## src/pprq_pkg.sv

```systemverilog
// Shared types and constants for the process priority ready queue.
// No dependencies; imported by process_priority_ready_queue and pprq_checker.
`default_nettype none

package pprq_pkg;

  localparam int CAPACITY = 64;
  localparam int PID_W    = $clog2(CAPACITY);
  localparam int CNT_W    = $clog2(CAPACITY + 1);
  localparam int KEY_W    = 32;

  typedef enum logic [1:0] {
    CMD_ENQUEUE    = 2'd0,
    CMD_DEQ_HEAD   = 2'd1,
    CMD_DEQ_TAIL   = 2'd2,
    CMD_REMOVE_PID = 2'd3
  } cmd_t;

  typedef enum logic [1:0] {
    ST_OK    = 2'd0,
    ST_EMPTY = 2'd1,
    ST_ERR   = 2'd2
  } status_t;

  typedef struct packed {
    cmd_t                    command;
    logic [7:0]              proc_id;
    logic signed [KEY_W-1:0] priority_key;
  } cmd_item_t;

  typedef struct packed {
    status_t    status;
    logic [7:0] result_pid;
    logic [6:0] entry_count;
    logic       is_empty;
    logic       is_full;
  } rsp_item_t;

  typedef struct packed {
    logic [PID_W-1:0]        pid;
    logic signed [KEY_W-1:0] key;
  } entry_t;

endpackage

`default_nettype wire

```

## src/pprq_ram.sv

```systemverilog
// Generic simple dual-port RAM: one write port, one read port with registered data.
// No dependencies.
`default_nettype none

module pprq_ram #(
  parameter int WIDTH = 8,
  parameter int DEPTH = 64
) (
  input  wire logic                     clk,
  input  wire logic                     we,
  input  wire logic [$clog2(DEPTH)-1:0] waddr,
  input  wire logic [WIDTH-1:0]         wdata,
  input  wire logic [$clog2(DEPTH)-1:0] raddr,
  output logic      [WIDTH-1:0]         rdata
);

  logic [WIDTH-1:0] mem [DEPTH];

  always_ff @(posedge clk) begin
    if (we) begin
      mem[waddr] <= wdata;
    end
    rdata <= mem[raddr];
  end

endmodule

`default_nettype wire

```

## src/process_priority_ready_queue.sv

```systemverilog
// Top level of the process priority ready queue: sequencer, entry RAM and result register.
// Depends on pprq_pkg and pprq_ram.
//
//   Channel   Handshake               Payload      Role
//   command   cmd_valid / cmd_ready   cmd_item     one enqueue or remove request
//   response  rsp_valid / rsp_ready   rsp_item     one status item per command
//
// Entries live in a single RAM, head at address 0. All work goes through its one read
// and one write port, one entry per cycle, so the RAM port sets the pace: enqueue
// moves one step per entry it passes, remove-head shifts every remaining entry up,
// remove-tail reads the tail only, and remove-by-pid checks head and tail, then scans
// the interior and closes the gap.
// Errors and empty end the command as soon as they are found.
// Reset clears the occupancy, the sequencer and rsp_valid; RAM contents are left as they are.
// A finished item waits in the result register while the next command is taken.
`default_nettype none

module process_priority_ready_queue (
  input  wire logic                 clk,
  input  wire logic                 rst,
  input  wire logic                 cmd_valid,
  output logic                      cmd_ready,
  input  wire pprq_pkg::cmd_item_t  cmd_item,
  output logic                      rsp_valid,
  input  wire logic                 rsp_ready,
  output pprq_pkg::rsp_item_t       rsp_item
);

  import pprq_pkg::*;

  localparam int AW = PID_W;

  // Sequencer states, one-hot.
  typedef enum logic [9:0] {
    S_IDLE     = 10'b00_0000_0001,
    S_INSERT   = 10'b00_0000_0010,
    S_PLACE    = 10'b00_0000_0100,
    S_HEAD     = 10'b00_0000_1000,
    S_TAIL     = 10'b00_0001_0000,
    S_CHK_HEAD = 10'b00_0010_0000,
    S_CHK_TAIL = 10'b00_0100_0000,
    S_SCAN     = 10'b00_1000_0000,
    S_SHIFT    = 10'b01_0000_0000,
    S_FINISH   = 10'b10_0000_0000
  } state_t;

  state_t                  state;
  logic [CNT_W-1:0]        occ;
  logic [CNT_W-1:0]        pos;
  logic [7:0]              pid;
  logic signed [KEY_W-1:0] key;
  logic [7:0]              rpid;
  status_t                 status;

  logic                    ram_we;
  logic [AW-1:0]           ram_waddr;
  entry_t                  ram_wdata;
  logic [AW-1:0]           ram_raddr;
  entry_t                  rd_entry;

  logic [CNT_W-1:0]        occ_m1;
  logic [CNT_W-1:0]        pos_m1;
  logic [CNT_W-1:0]        pos_m2;
  logic [CNT_W-1:0]        pos_p1;
  logic [CNT_W-1:0]        pos_p2;
  logic                    pid_hit;
  logic                    key_lower;
  logic                    pid_bad;
  logic                    enq_bad;
  logic                    cmd_fire;
  entry_t                  new_entry;

  assign cmd_ready = (state == S_IDLE);
  assign cmd_fire  = cmd_valid && cmd_ready;

  assign occ_m1 = occ - CNT_W'(1);
  assign pos_m1 = pos - CNT_W'(1);
  assign pos_m2 = pos - CNT_W'(2);
  assign pos_p1 = pos + CNT_W'(1);
  assign pos_p2 = pos + CNT_W'(2);

  // The single shared compare unit: pid match and signed key order on the entry just read.
  assign pid_hit   = (rd_entry.pid == pid[AW-1:0]);
  assign key_lower = ($signed(rd_entry.key) < $signed(key));

  assign pid_bad = (32'(cmd_item.proc_id) >= CAPACITY);
  assign enq_bad = pid_bad || (32'(occ) >= CAPACITY);

  assign new_entry.pid = pid[AW-1:0];
  assign new_entry.key = key;

  pprq_ram #(
    .WIDTH($bits(entry_t)),
    .DEPTH(CAPACITY)
  ) u_slots (
    .clk  (clk),
    .we   (ram_we),
    .waddr(ram_waddr),
    .wdata(ram_wdata),
    .raddr(ram_raddr),
    .rdata(rd_entry)
  );

  // RAM port control. A read issued in one state delivers its data in the next one,
  // so every state whose successor uses an entry reads that entry ahead.
  always_comb begin
    ram_we    = 1'b0;
    ram_waddr = pos[AW-1:0];
    ram_wdata = rd_entry;
    ram_raddr = '0;
    unique case (state)
      S_IDLE: begin
        if (cmd_item.command == CMD_ENQUEUE || cmd_item.command == CMD_DEQ_TAIL) begin
          ram_raddr = occ_m1[AW-1:0];
        end
        // Insertion into an empty queue needs no walk.
        if (cmd_fire && cmd_item.command == CMD_ENQUEUE && !enq_bad && occ == '0) begin
          ram_we          = 1'b1;
          ram_waddr       = '0;
          ram_wdata.pid   = cmd_item.proc_id[AW-1:0];
          ram_wdata.key   = cmd_item.priority_key;
        end
      end
      S_INSERT: begin
        ram_we = 1'b1;
        if (key_lower) begin
          ram_raddr = pos_m2[AW-1:0];
        end else begin
          ram_wdata = new_entry;
        end
      end
      S_PLACE: begin
        ram_we    = 1'b1;
        ram_wdata = new_entry;
      end
      S_HEAD: begin
        ram_raddr = AW'(1);
      end
      S_CHK_HEAD: begin
        ram_raddr = pid_hit ? AW'(1) : occ_m1[AW-1:0];
      end
      S_CHK_TAIL: begin
        ram_raddr = AW'(1);
      end
      S_SCAN: begin
        ram_raddr = pos_p1[AW-1:0];
      end
      S_SHIFT: begin
        ram_we    = 1'b1;
        ram_raddr = pos_p2[AW-1:0];
      end
      S_TAIL, S_FINISH: begin
        ram_raddr = '0;
      end
      default: begin
        ram_raddr = '0;
      end
    endcase
  end

  always_ff @(posedge clk) begin
    if (rst) begin
      state     <= S_IDLE;
      occ       <= '0;
      rsp_valid <= 1'b0;
    end else begin
      // In the finish state the result register is reloaded instead.
      if (rsp_valid && rsp_ready && state != S_FINISH) begin
        rsp_valid <= 1'b0;
      end
      unique case (state)
        S_IDLE: begin
          if (cmd_fire) begin
            pid    <= cmd_item.proc_id;
            key    <= cmd_item.priority_key;
            rpid   <= '0;
            status <= ST_OK;
            if (cmd_item.command == CMD_ENQUEUE) begin
              if (enq_bad) begin
                status <= ST_ERR;
                state  <= S_FINISH;
              end else if (occ == '0) begin
                occ   <= CNT_W'(1);
                rpid  <= cmd_item.proc_id;
                state <= S_FINISH;
              end else begin
                pos   <= occ;
                state <= S_INSERT;
              end
            end else if (occ == '0) begin
              // Empty is reported before any other check of a remove.
              status <= ST_EMPTY;
              state  <= S_FINISH;
            end else begin
              unique case (cmd_item.command)
                CMD_DEQ_HEAD: state <= S_HEAD;
                CMD_DEQ_TAIL: state <= S_TAIL;
                CMD_REMOVE_PID: begin
                  if (pid_bad) begin
                    status <= ST_ERR;
                    state  <= S_FINISH;
                  end else begin
                    state <= S_CHK_HEAD;
                  end
                end
                default: state <= S_FINISH;
              endcase
            end
          end
        end
        S_INSERT: begin
          // Walk toward the head while the entry ahead has a strictly lower key.
          if (key_lower) begin
            pos <= pos_m1;
            if (pos_m1 == '0) begin
              state <= S_PLACE;
            end
          end else begin
            occ   <= occ + CNT_W'(1);
            rpid  <= pid;
            state <= S_FINISH;
          end
        end
        S_PLACE: begin
          occ   <= occ + CNT_W'(1);
          rpid  <= pid;
          state <= S_FINISH;
        end
        S_HEAD: begin
          rpid <= 8'(rd_entry.pid);
          if (occ_m1 != '0) begin
            pos   <= '0;
            state <= S_SHIFT;
          end else begin
            occ   <= occ_m1;
            state <= S_FINISH;
          end
        end
        S_TAIL: begin
          rpid  <= 8'(rd_entry.pid);
          occ   <= occ_m1;
          state <= S_FINISH;
        end
        S_CHK_HEAD: begin
          if (pid_hit) begin
            rpid <= pid;
            if (occ_m1 != '0) begin
              pos   <= '0;
              state <= S_SHIFT;
            end else begin
              occ   <= occ_m1;
              state <= S_FINISH;
            end
          end else if (occ_m1 == '0) begin
            status <= ST_ERR;
            state  <= S_FINISH;
          end else begin
            state <= S_CHK_TAIL;
          end
        end
        S_CHK_TAIL: begin
          if (pid_hit) begin
            rpid  <= pid;
            occ   <= occ_m1;
            state <= S_FINISH;
          end else if (occ_m1 == CNT_W'(1)) begin
            status <= ST_ERR;
            state  <= S_FINISH;
          end else begin
            pos   <= CNT_W'(1);
            state <= S_SCAN;
          end
        end
        S_SCAN: begin
          // Interior entries are searched from the head; the first match is taken.
          if (pid_hit) begin
            rpid  <= pid;
            state <= S_SHIFT;
          end else if (pos_p1 == occ_m1) begin
            status <= ST_ERR;
            state  <= S_FINISH;
          end else begin
            pos <= pos_p1;
          end
        end
        S_SHIFT: begin
          // Each cycle moves one entry up by one slot to close the gap.
          if (pos_p1 == occ_m1) begin
            occ   <= occ_m1;
            state <= S_FINISH;
          end else begin
            pos <= pos_p1;
          end
        end
        S_FINISH: begin
          if (!rsp_valid || rsp_ready) begin
            rsp_valid            <= 1'b1;
            rsp_item.status      <= status;
            rsp_item.result_pid  <= rpid;
            rsp_item.entry_count <= 7'(occ);
            rsp_item.is_empty    <= (occ == '0);
            rsp_item.is_full     <= (32'(occ) >= CAPACITY);
            state                <= S_IDLE;
          end
        end
        default: begin
          state <= S_IDLE;
        end
      endcase
    end
  end

endmodule

`default_nettype wire

```

## config.mk

```make
export PLATFORM = sky130hd
export DESIGN_NAME = process_priority_ready_queue
export DESIGN_NICKNAME = d
export VERILOG_FILES = /design/src/pprq_pkg.sv /design/src/pprq_ram.sv /design/src/process_priority_ready_queue.sv
export SDC_FILE = /design/constraint.sdc
export NUM_CORES = 2
export LEC_CHECK = 0
export BUFFER_PORTS_ARGS = -buffer_cell sky130_fd_sc_hd__buf_2
export CAP_MARGIN = 20
export CORE_MARGIN = 1
export CORE_UTILIZATION = 40
export CTS_BUF_LIST = sky130_fd_sc_hd__clkbuf_4
export CTS_CLUSTER_DIAMETER = 80
export DETAILED_ROUTE_END_ITERATION = 8
export GPL_TIMING_DRIVEN = 0
export PLACE_DENSITY = 0.54
export SLEW_MARGIN = 20
export SYNTH_ARGS = -nofsm -noshare
export SYNTH_HDL_FRONTEND = slang
export SYNTH_SLANG_ARGS = --single-unit
```

## constraint.sdc

```tcl
create_clock -name clk -period 5.8 [get_ports clk]
set_input_delay 1.16 -clock clk [delete_from_list [all_inputs] [get_ports clk]]
set_output_delay 1.16 -clock clk [all_outputs]
set_load 0.01 [all_outputs]
```

==> results.toml <==
[cts]
numCtsBuffers = 684
clk_latency_ns = 1.56
h-tree-depth = 6
tritoncts = "done"
clk_pin_slew_ns = 0.08
clockBufferDepth = 4
clock-root-buffer = "clkbuf_4"
clkSinkCount = 2564

[placement]
io_buffer_count = 64
hpwlAfterDp_um = 289000
place_inst = 10982
routabilityCongestion = 0.991
post-place-ws_ns = -1.45

[routing]
antenna_left = 0
drtIter0Drc = 11600
dr.pass1.iters = 8
avgViaCountPerCell = 6.02
drt_wl_total_um = 420000
drc = 0
wire_per_inst_um = 34.4
vias = 73466

[logic_synthesis]
synth_fp_nets = 7427
async_flop_share_pct = 0
synth-seq-area-share_pct = 73.7
synth_edf_count = 2508
synth_ff_type = "edfxtp_1"
syn-instance-count = 7340
synth.distinct_cells = 91
synthTopCellsByArea = "edfxtp_1 73%, nand2_1 6.0%, mux2i_1 4.6%"
synth_area_mm2 = 0.104
synth.top_cell.area_share_pct = 72.6
synth_xor_area_share_pct = 0.296
synthSimpleGateAreaFrac_pct = 10.8
synth_top_family_by_area = "simple AND/OR/NAND/NOR gates"
syn_area_per_cell_um2 = 14.1
synth_most_common_cell = "edfxtp_1"
netlist.top_cell.by_area = "edfxtp_1"
ys_seq_elements = 2564
synth_compound_area_share_pct = 7.63
yosysWarningCount = 0
ys_top_cells_by_count = "2,508 x edfxtp_1, 1,660 x nand2_1, 474 x mux2i_1"
synthAdderAreaFrac_pct = 0.495
synthMuxAreaShare_pct = 4.58

[floorplan]
coreArea_mm2 = 0.257
pin_count = 67
die-area_mm2 = 0.261
start_util_pct = 40.3
fp.dieW_um = 511
die_y_um = 511
num_rows = 186

[critical_path]
worstSetupPathType = "register to register"
end_kind = "register"
cp_num_buf_inv = 5
cp_slowest_stage_delay_ns = 1.04
crit_end = "u_slots.rdata[5]$_DFF_P_"
crit_arrival_ns = 7.33
crit_chain = "inv_1 > ha_1 > buf_4 > nand4_1 > nor2_1 > a221oi_2 > nand2_1 > or3_1 > buf_4 > a41oi_1 > buf_2 > buf_1 > o211ai_1 > a21oi_1 > a211oi_1 > o31ai_2"
cp_data_required_time_ns = 7.10
cp-startpoint = "key[31]$_DFFE_PP_"
cp_slowest_cell = "buf_1"
rrSetupSlack_ns = -0.23
cp_common_cell = "buf_4"
cp_top_family = "compound AO/OA/AOI/OAI gates"
r2r-end = "u_slots.rdata[5]$_DFF_P_"
rr_startpoint = "key[31]$_DFFE_PP_"
start_kind = "register"
cp_max_fo = 10
rr_worst_depth = 16
cp.depth = 16

[run_status]
violations = "setup timing"
run_status = "complete, but fails checks"

[power_and_ir_drop]
power.total_mw = 70.6
p_sw_share_pct = 45.3
p_int_mw = 38.6
clock_power_share_pct = 22.7
p_seq_share_pct = 33.2
power_frac_comb_pct = 44.2
peakVddDrop_v = 0.000396
leakage_nw = 44.4
switching_power_mw = 32.0
p_per_area_mw_per_mm2 = 576

[finish]
stdcell_count = 12198
drive_gt1_share_pct = 20.2
syn_to_final_growth_pct = 18.2
fill_cells = 22799
nNetsFinal = 8414

[timing]
hold_violations = 0
drv_slew = 0
worst_pin_slew_ns = 1.35
fin_crit_sh_pct = 104
setup_viol = 10
fin_crit_ns = 6.03
max_freq_ghz = 0.166
rsz0062_at_grt = "true"
clock_skew_ns = 0.139
worst_slack_ns = -0.230
slew_headroom_pct = 10.2

[global_routing]
grt_max_degree = 65
grt_overflow = 0
antenna_found_initial = 32
grt_first_pass_wirelength_um = 563000
grt_pass1_vias = 68749
track_usage_pct = 31.4

[worst_hold_path]
hold_class = "primary input to register"
whs_path_depth = 2

[flow_run]
drv_cap = 0
## final cells by class
cell class                 count  area (um^2)  area share (%)
multi-input combinational   4212        25500            20.8
clock inverter               140          837           0.683
tap                         3384         4230            3.46
timing repair buffer         307         5000            4.08
buffer                       468         2440            1.99
antenna                       21         52.6          0.0429
clock buffer                1012         7600            6.20
inverter                      90          423           0.345
sequential                  2564        76400            62.4
## per-layer routing
| metal | track usage [%] | vias up | wire, um |
|---|---|---|---|
| met1 | 40.3 | 36947 | 157000 |
| li1 | - | 30197 | - |
| met3 | 9.58 | 1100 | 52300 |
| met5 | 0.237 | - | 272 |
| met4 | 17.9 | 10 | 25500 |
| met2 | 47.1 | 5212 | 185000 |
## power groups by stage
stage | Combinational, mW | Sequential [mW] | Clock, mW
global route | 31.1 | 23.4 | 17.0
finish | 31.2 | 23.4 | 16.0
CTS | 29.6 | 23.4 | 16.1
floorplan | 13.3 | 23.8 | 0
global placement | 28.0 | 24.2 | 0
detailed placement | 29.2 | 23.8 | 0
## timing repair
| item | 4_1_cts | 5_1_grt |
|---|---|---|
| resized for setup | 104 | 37 |
| pin swaps | 2 | 6 |
| hold endpoints to repair | 66 | 0 |
| setup endpoints to repair | 104 | 174 |
| buffers inserted | 0 | 5 |
| hold buffers | 43 | 0 |
## worst reg2reg max path: cells and delay by family (launching register included)
kind | cells | cell delay, ns
simple gates | 4 | 0.92
buf+inv | 5 | 2.01
compound gates | 6 | 2.21
fa+ha+maj | 1 | 0.22
flops | 1 | 0.43
## how the worst min path moves through the flow
stage                            from                endpoint  slack (ns)
finish                   cmd_item[40]   state[3]$_SDFFE_PP0P_        0.13
global route             cmd_item[40]   state[3]$_SDFFE_PP0P_        0.15
CTS                         cmd_valid   state[0]$_SDFFE_PP1P_        0.05
detailed placement  rpid[3]$_DFFE_PP_  rsp_item[12]$_DFFE_PP_        0.41
global placement    rpid[4]$_DFFE_PP_  rsp_item[13]$_DFFE_PP_        0.40
floorplan           rpid[1]$_DFFE_PP_  rsp_item[10]$_DFFE_PP_        0.40
## registers in the layout (all words and copies together), names as in the netlist
register and count:
key 32, occ 7, pid 8, pos 7
rpid 8, rsp_item 19, rsp_valid 1, state 10
status 2, u_slots.mem 2432, u_slots.rdata 38
## stage by stage
stage	hold WS (ns)	area, um^2	TNS, ns	utilization, %
after detailed placement	0.408	113000	-27.87	43.9
after CTS	0.0495	122000	0	47.5
after floorplan	0.400	104000	0	-
after global placement	0.402	108000	-7972.45	42.1
after global routing	0.147	122000	-0.0227	47.6
final	0.130	123000	-0.906	47.6
## cell families after synthesis
| family | after synthesis |
|---|---|
| mux | 474 |
| flops | 2564 |
| xor+xnor | 35 |
| fa+ha+maj | 41 |
| buf+inv | 564 |
| compound gates | 1067 |
| simple gates | 2595 |
## placed cells by master, fill, tap and decap left out, types with 20 or more instances in the layout
cell and n:
a211o_1 23, a211oi_1 195, a21oi_1 80, a222oi_1 43, a22o_1 27, a22oi_1 87, a311oi_1 86, a31oi_1 114
a32oi_1 28, and2_0 77, and2_1 105, and3_1 29, buf_1 26, buf_12 83, buf_16 83, buf_2 236
buf_4 74, buf_6 23, clkbuf_1 154, clkbuf_2 27, clkbuf_4 1026, clkinv_1 100, dfxtp_1 56, diode_2 21
dlygate4sd3_1 43, edfxtp_1 2508, ha_1 41, inv_1 52, inv_4 34, mux2i_1 474, nand2_1 1658, nand3_1 431
nand4_1 20, nor2_1 74, nor2_4 60, nor3_1 57, o211ai_1 187, o21ai_0 60
Note: power is estimated with default switching activity, not from simulation.
